[src/sv/sdmd_pkg.sv]
// ----------------------------------------------------------------------------
// sdmd_pkg
// Shared types and constants for the sigma-delta motion detector.
// ----------------------------------------------------------------------------
package sdmd_pkg;

    localparam int NUM_PIXELS = 65536;

    localparam int PIX_W  = 8;
    localparam int IDX_W  = 16;
    localparam int AMP_W  = 4;
    localparam int VAR_W  = 8;
    localparam int CFG_INDEX_W = 2;
    localparam int CFG_DATA_W  = 8;

    localparam logic [AMP_W-1:0] AMP_RESET   = 4'd2;
    localparam logic [VAR_W-1:0] FLOOR_RESET = 8'd20;
    localparam logic [VAR_W-1:0] CEIL_RESET  = 8'd255;

    typedef enum logic [CFG_INDEX_W-1:0] {
        REG_AMPLIFICATION    = 2'd0,
        REG_VARIANCE_FLOOR   = 2'd1,
        REG_VARIANCE_CEILING = 2'd2
    } reg_index_t;

    typedef struct packed {
        logic [AMP_W-1:0] amplification;
        logic [VAR_W-1:0] variance_floor;
        logic [VAR_W-1:0] variance_ceiling;
    } cfg_t;

    typedef struct packed {
        logic             motion;
        logic [PIX_W-1:0] background;
        logic [PIX_W-1:0] difference;
        logic [VAR_W-1:0] variance;
    } result_t;

endpackage

[src/sv/sdmd_update.sv]
// ----------------------------------------------------------------------------
// sdmd_update
// Per-pixel sigma-delta update: background step, difference, variance step
// and clamp, motion decision; init loads the pixel as background instead.
// ----------------------------------------------------------------------------
module sdmd_update (
    input  sdmd_pkg::cfg_t                   cfg,
    input  logic [sdmd_pkg::PIX_W-1:0]       pixel,
    input  logic                             init,
    input  logic [sdmd_pkg::PIX_W-1:0]       bg_old,
    input  logic [sdmd_pkg::VAR_W-1:0]       var_old,
    output sdmd_pkg::result_t                res
);

    localparam int TGT_W = sdmd_pkg::PIX_W + sdmd_pkg::AMP_W;

    logic [sdmd_pkg::PIX_W-1:0] bg_step;
    logic [sdmd_pkg::PIX_W-1:0] diff;
    logic [TGT_W-1:0]           target;
    logic [TGT_W-1:0]           var_ext;
    logic [sdmd_pkg::VAR_W:0]   var_step;
    logic [sdmd_pkg::VAR_W:0]   var_floor;
    logic [sdmd_pkg::VAR_W-1:0] var_final;

    always_comb
    begin
        priority if (bg_old < pixel)
            bg_step = bg_old + 1'b1;
        else if (bg_old > pixel)
            bg_step = bg_old - 1'b1;
        else
            bg_step = bg_old;

        diff    = (pixel > bg_step) ? (pixel - bg_step) : (bg_step - pixel);
        target  = TGT_W'(diff) * TGT_W'(cfg.amplification);
        var_ext = TGT_W'(var_old);

        priority if (var_ext < target)
            var_step = {1'b0, var_old} + 1'b1;
        else if (var_ext > target)
            var_step = {1'b0, var_old} - 1'b1;
        else
            var_step = {1'b0, var_old};

        // floor first, ceiling wins
        var_floor = (var_step < {1'b0, cfg.variance_floor}) ?
                    {1'b0, cfg.variance_floor} : var_step;
        var_final = (var_floor > {1'b0, cfg.variance_ceiling}) ?
                    cfg.variance_ceiling : var_floor[sdmd_pkg::VAR_W-1:0];

        if (init)
        begin
            res.motion     = 1'b0;
            res.background = pixel;
            res.difference = '0;
            res.variance   = cfg.variance_floor;
        end
        else
        begin
            res.motion     = (diff >= var_final);
            res.background = bg_step;
            res.difference = diff;
            res.variance   = var_final;
        end
    end

endmodule

[config.mk]
export PLATFORM = sky130hd
export DESIGN_NAME = sdmd_update
export DESIGN_NICKNAME = d
export VERILOG_FILES = /design/src/sv/sdmd_pkg.sv /design/src/sv/sdmd_update.sv
export SDC_FILE = /design/constraint.sdc
export NUM_CORES = 1
export LEC_CHECK = 0
export BUFFER_PORTS_ARGS = -buffer_cell sky130_fd_sc_hd__clkbuf_2
export CORE_MARGIN = 2
export CORE_UTILIZATION = 60
export DETAILED_ROUTE_END_ITERATION = 16
export PLACE_DENSITY = 0.84
export SYNTH_ARGS = -nofsm -noshare
export SYNTH_HDL_FRONTEND = slang
export SYNTH_SLANG_ARGS = --single-unit
[constraint.sdc]
create_clock -name vclk -period 13.6
set_input_delay 0 -clock vclk [all_inputs]
set_output_delay 0 -clock vclk [all_outputs]
set_load 0.005 [all_outputs]
==> flow_metrics.py, run 1 <==
metrics = {
    "setup_path": {
        "cpPeakStageDelay_ns": 0.53,
        "crit_type": "input port to output port",
        "cp-start-kind": "input port",
        "worstPathRequired_ns": 13.60,
        "crit_start": "pixel[1]",
        "end_kind": "output port",
        "worst-path-max-fanout": 18,
        "endpoint": "res[24]",
        "slowest_stage": "fa_1",
        "worst_ep_arrival_time_ns": 12.86,
    },
    "outcome": {
        "status": "completed",
    },
    "cells_and_area": {
        "synthToLayoutAreaGrowth_pct": 12.4,
        "nets": 752,
        "clock_buffer_count": 0,
        "diodes": 0,
        "register_area_um2": 0,
        "n_sequential_cell": 0,
        "drive_above_1_share_pct": 19.7,
        "finalNonFillerCells": 696,
    },
    "yosys": {
        "postSynthCellCount": 553,
        "synth-seq-area-share_pct": 0,
        "ys_warn_count": 0,
        "synth_common_cells": "ha_1 (73), inv_1 (70), nand2_1 (48), a21oi_1 (41), nor2_1 (39)",
        "yosysTopAreaCell": "ha_1",
        "synth_area_leaders": "ha_1 (23%), inv_1 (6.5%), fa_1 (6.5%)",
        "synth_top_cell_area_share_pct": 22.7,
        "synth_cell_type_count": 73,
        "synth_most_common_cell": "ha_1",
        "netlist_area_um2": 4030,
        "syn-num-nets": 684,
        "avgSynthCellArea_um2": 7.29,
    },
    "placed_design": {
        "dp.cells": 689,
        "gp_congestion": 1.02,
        "portBuffers": 70,
        "dp_hpwl_mm": 9.06,
    },
    "floorplanning": {
        "start_util_pct": 62.8,
        "coreArea_um2": 6420,
        "die_w_um": 86.0,
        "die_area_um2": 7390,
        "die_y_um": 86.0,
        "fp-row-count": 29,
        "io_pins": 70,
    },
    "drt": {
        "ant_nets": 0,
        "vias_per_cell": 6.27,
        "routed_wl_mm": 11.0,
        "met1_length_mm": 4.58,
        "first_pass_iters": 5,
        "first_iter_violations": 228,
        "wl_per_cell_um": 15.8,
        "post-route-drc-count": 0,
        "wl_met3_um": 884,
        "vias": 4361,
        "dr_wl_met2_mm": 5.41,
        "highest_layer": "met4",
    },
    "sta": {
        "setup_viol": 0,
        "report.final.slew_viol_count": 0,
        "hold_viol_final": 0,
        "worstMarginPinSlew_ns": 0.692,
        "fin_crit_ns": 12.86,
        "finalCritPeriodShare_pct": 94.5,
        "fmax_mhz": 77.8,
        "maxSlewHeadroom_pct": 53.8,
        "fin_tns_setup_ns": 0,
    },
    "clock_network": {
        "cts_hold_buf": 0,
    },
    "global_route": {
        "grt_pass1_wl_mm": 18.5,
        "antenna_found_initial": 0,
        "gr-total-overflow": 0,
        "grt_pass1_vias": 4158,
        "grt_util_all_layers_pct": 29.5,
        "grt_max_degree": 36,
    },
    "pwr": {
        "p_leak_nw": 2.37,
        "ir_worst_vdd_mv": 0.105,
        "power_density_nw_per_um2": 130,
    },
    "job": {
        "cap_violations": 0,
    },
    "hold_path": {
        "hold_start": "cfg[11]",
        "hold_path.class": "input port to output port",
    },
}
[through the flow]
step	hold slack (ns)	total power, mW	utilization [%]	area [µm²]	setup WS, ns
final	0.319	0.590	70.6	4530	0.745
after floorplan	0.104	0.428	-	4030	1.83
after CTS	0.323	0.555	68.9	4430	0.180
after global routing	0.344	0.663	70.6	4530	-0.0495
after global placement	0.312	0.530	68.9	4430	0.747
after detailed placement	0.320	0.551	68.9	4430	0.233
[final cells by class]
class	count	area [µm²]
multi-input combinational	470	3750
fill	553	1890
timing repair buffer	79	418
inverter	70	263
tap	77	96.3
[worst min-delay path by stage]
stage	endpoint	slack (ns)	cells after the start
after floorplan	res[23]	0.10	2
after global placement	res[20]	0.31	4
after detailed placement	res[21]	0.32	4
after CTS	res[3]	0.32	3
after global routing	res[1]	0.34	3
final	res[3]	0.32	3
[layout by cell type, fill, tap and decap left out, types with 4 or more instances in the layout]
cell type and count:
nor2b_1 10, and3_1 6, nand2_1 48, o21a_1 6, nor4_1 7, a211oi_1 8, mux2_2 5, ha_1 71
nand3_1 11, and2_1 4, or3_1 7, nand4_1 8, nor3_1 10, xor2_1 12, buf_4 9, o211ai_1 4
o21ai_1 8, nand2b_1 16, nor2_1 37, a211oi_2 4, clkbuf_2 70, o211a_1 5, fa_1 13, a21oi_1 40
xnor2_1 9, a31oi_1 4, o21ai_0 16, inv_1 70, a21o_1 9, mux2i_1 17, o22a_1 11
[layer usage]
layer  vias up  GRT usage, %
met1      2020          38.4
met3        18          1.64
met5         -             0
met2       190          53.8
met4         0          5.19
li1       2133             -
[worst max-delay path, delay by kind of cell]
kind | cells | cell delay (ns)
compound gates | 28 | 4.86
fa+ha+maj | 9 | 3.35
simple gates | 18 | 3.24
buf+inv | 7 | 0.76
xor+xnor | 2 | 0.41
mux | 1 | 0.20
[where the power goes]
| group | internal, mW | total (mW) | switching [mW] |
|---|---|---|---|
| Clock | 0 | 0 | 0 |
| Sequential | 0 | 0 | 0 |
| Combinational | 0.255 | 0.590 | 0.335 |
[kinds of logic after synthesis]
| family | count (synthesis) | share of synthesized area, % |
|---|---|---|
| xor+xnor | 21 | 4.56 |
| compound gates | 150 | 26.3 |
| buf+inv | 83 | 8.17 |
| simple gates | 187 | 24.7 |
| fa+ha+maj | 86 | 29.1 |
| mux | 26 | 7.20 |
[timing repair]
action / CTS / global route
resized for setup: 0 / 15
setup endpoints to repair: 0 / 1
setup buffers: 0 / 7
endpoints found under the hold margin: 0 / 0
No activity file was read; power rests on OpenSTA's default activity.
==> run 2: changes to the inputs <==
==> constraint.sdc (replaced) <==
create_clock -name vclk -period 12.04
set_input_delay 0 -clock vclk [all_inputs]
set_output_delay 0 -clock vclk [all_outputs]
set_load 0.005 [all_outputs]
==> run 2 against run 1 <==
Compared with the run above: setup slack worse by 1.0 ns; critical endpoint unchanged; sequential share of layout area unchanged; sequential cell count did not move; non-clock buffer count rose by 64; core utilization increased by 17 points; critical path depth rose by 3; the flow now finishes with violations (setup timing); largest cell class unchanged.
==> flow_metrics.py, run 2 (synthesized netlist as in run 1, its figures left out) <==
metrics = {
    "outcome": {
        "status": "finished, violations left",
        "violations": "setup timing",
    },
    "placed_design": {
        "dp.cells": 714,
        "dp_hpwl_mm": 9.41,
        "portBuffers": 70,
        "gp_congestion": 0.992,
    },
    "setup_path": {
        "slowest_stage": "fa_1",
        "end_kind": "output port",
        "crit_start": "pixel[1]",
        "worst-path-max-fanout": 8,
        "worstPathRequired_ns": 12.04,
        "worst_ep_arrival_time_ns": 12.31,
        "cp-start-kind": "input port",
        "cp_common_cell": "buf_4",
        "crit_type": "input port to output port",
        "cpPeakStageDelay_ns": 0.57,
        "endpoint": "res[24]",
    },
    "global_route": {
        "grt_util_all_layers_pct": 31.3,
        "grt_pass1_wl_mm": 19.5,
        "gr-total-overflow": 0,
        "grt_max_degree": 36,
        "antenna_found_initial": 0,
        "grt_pass1_vias": 4277,
    },
    "sta": {
        "maxSlewHeadroom_pct": 45.6,
        "rsz0062_at_grt": "true",
        "finalCritPeriodShare_pct": 102,
        "worstMarginPinSlew_ns": 0.811,
        "worst_slack_ns": -0.273,
        "fin_crit_ns": 12.31,
        "report.final.slew_viol_count": 0,
        "fmax_mhz": 81.2,
        "setup_viol": 1,
        "hold_viol_final": 0,
    },
    "cells_and_area": {
        "fin_util_pct": 87.6,
        "synthToLayoutAreaGrowth_pct": 39.5,
        "nets": 816,
        "diodes": 0,
        "mostFrequentLayoutCells": "clkbuf_2 (66), buf_4 (65), inv_1 (64)",
        "finalNonFillerCells": 760,
        "fill_cells": 271,
        "register_area_um2": 0,
        "multi_input_area_um2": 4320,
        "n_sequential_cell": 0,
        "final_common_cell": "clkbuf_2",
        "drive_above_1_share_pct": 39.1,
        "clock_buffer_count": 0,
    },
    "floorplanning": {
        "coreArea_um2": 6420,
        "start_util_pct": 62.8,
        "io_pins": 70,
        "die_y_um": 86.0,
        "fp-row-count": 29,
        "die_area_um2": 7390,
        "die_w_um": 86.0,
    },
    "drt": {
        "post-route-drc-count": 0,
        "first_pass_iters": 6,
        "vias": 5389,
        "wl_per_cell_um": 23.0,
        "routed_wl_mm": 17.5,
        "vias_per_cell": 7.09,
        "ant_nets": 0,
        "first_iter_violations": 488,
    },
    "pwr": {
        "ir_worst_vdd_mv": 0.163,
        "power_mw": 0.976,
        "p_leak_nw": 2.76,
        "power_density_nw_per_um2": 174,
    },
    "hold_path": {
        "hold_path.class": "input port to output port",
    },
    "job": {
        "cap_violations": 0,
    },
}
run 2: changes by cell type in the layout (fill, tap and decap cells not counted), moves of 6 or more:
cell,previous run,this run
ha_1,71,56
inv_1,70,64
a21oi_2,3,16
ha_4,0,15
a21oi_1,40,25
buf_4,9,65
buf_6,0,10
run 2: through the flow:
step | instance area (µm²) | setup slack (ns) | TNS (ns) | hold WS, ns
2_1_floorplan | 4030 | 0.265 | 0 | 0.104
3_3_place_gp | 4610 | 0.0726 | 0 | 0.310
3_5_place_dp | 4610 | -0.397 | -0.397 | 0.314
4_1_cts | 4800 | 0.00354 | 0 | 0.314
5_1_grt | 5620 | -0.599 | -0.599 | 0.339
6_report | 5620 | -0.273 | -0.273 | 0.311
run 2: cell type report:
type / count / share of cell area [%]
multi-input combinational: 470 / 76.8
tap: 77 / 1.71
inverter: 70 / 4.76
timing repair buffer: 143 / 16.7
run 2: worst max-delay path: cells and delay by family:
kind / cells / cell delay, ns
buffers and inverters: 18 / 2.29
multiplexers: 3 / 0.58
AND/OR/NAND/NOR: 15 / 2.47
adder cells (fa/ha/maj): 9 / 2.85
XOR/XNOR: 2 / 0.38
AO/OA/AOI/OAI: 21 / 3.69
run 2: report_power, final:
part           total, mW  internal (mW)  switching [mW]  leakage (nW)
sequential             0              0               0             0
clock                  0              0               0             0
combinational      0.976          0.442           0.534          2.76
total              0.976          0.442           0.534          2.76
run 2: worst min-delay path by stage:
stage	endpoint	slack, ns	from	cells past startpoint
2_1_floorplan	res[23]	0.10	pixel[7]	2
3_3_place_gp	res[23]	0.31	pixel[7]	4
3_5_place_dp	res[23]	0.31	pixel[7]	4
4_1_cts	res[23]	0.31	pixel[7]	4
5_1_grt	res[23]	0.34	pixel[7]	4
6_report	res[23]	0.31	pixel[7]	4
run 2: layer usage:
metal	share of wire [%]	up-vias	global-route usage (%)
li1	-	2255	-
met1	35	2426	40.7
met2	46	523	57.2
met3	11	185	1.64
met4	8.5	0	6.20
met5	0	-	0
run 2: repair_timing:
| item | 4_1_cts | 5_1_grt |
|---|---|---|
| setup endpoints to repair | 1 | 1 |
| gates resized for setup | 25 | 107 |
| pin swaps | 7 | 66 |
| hold buffers | 0 | 0 |
| setup buffers | 8 | 38 |
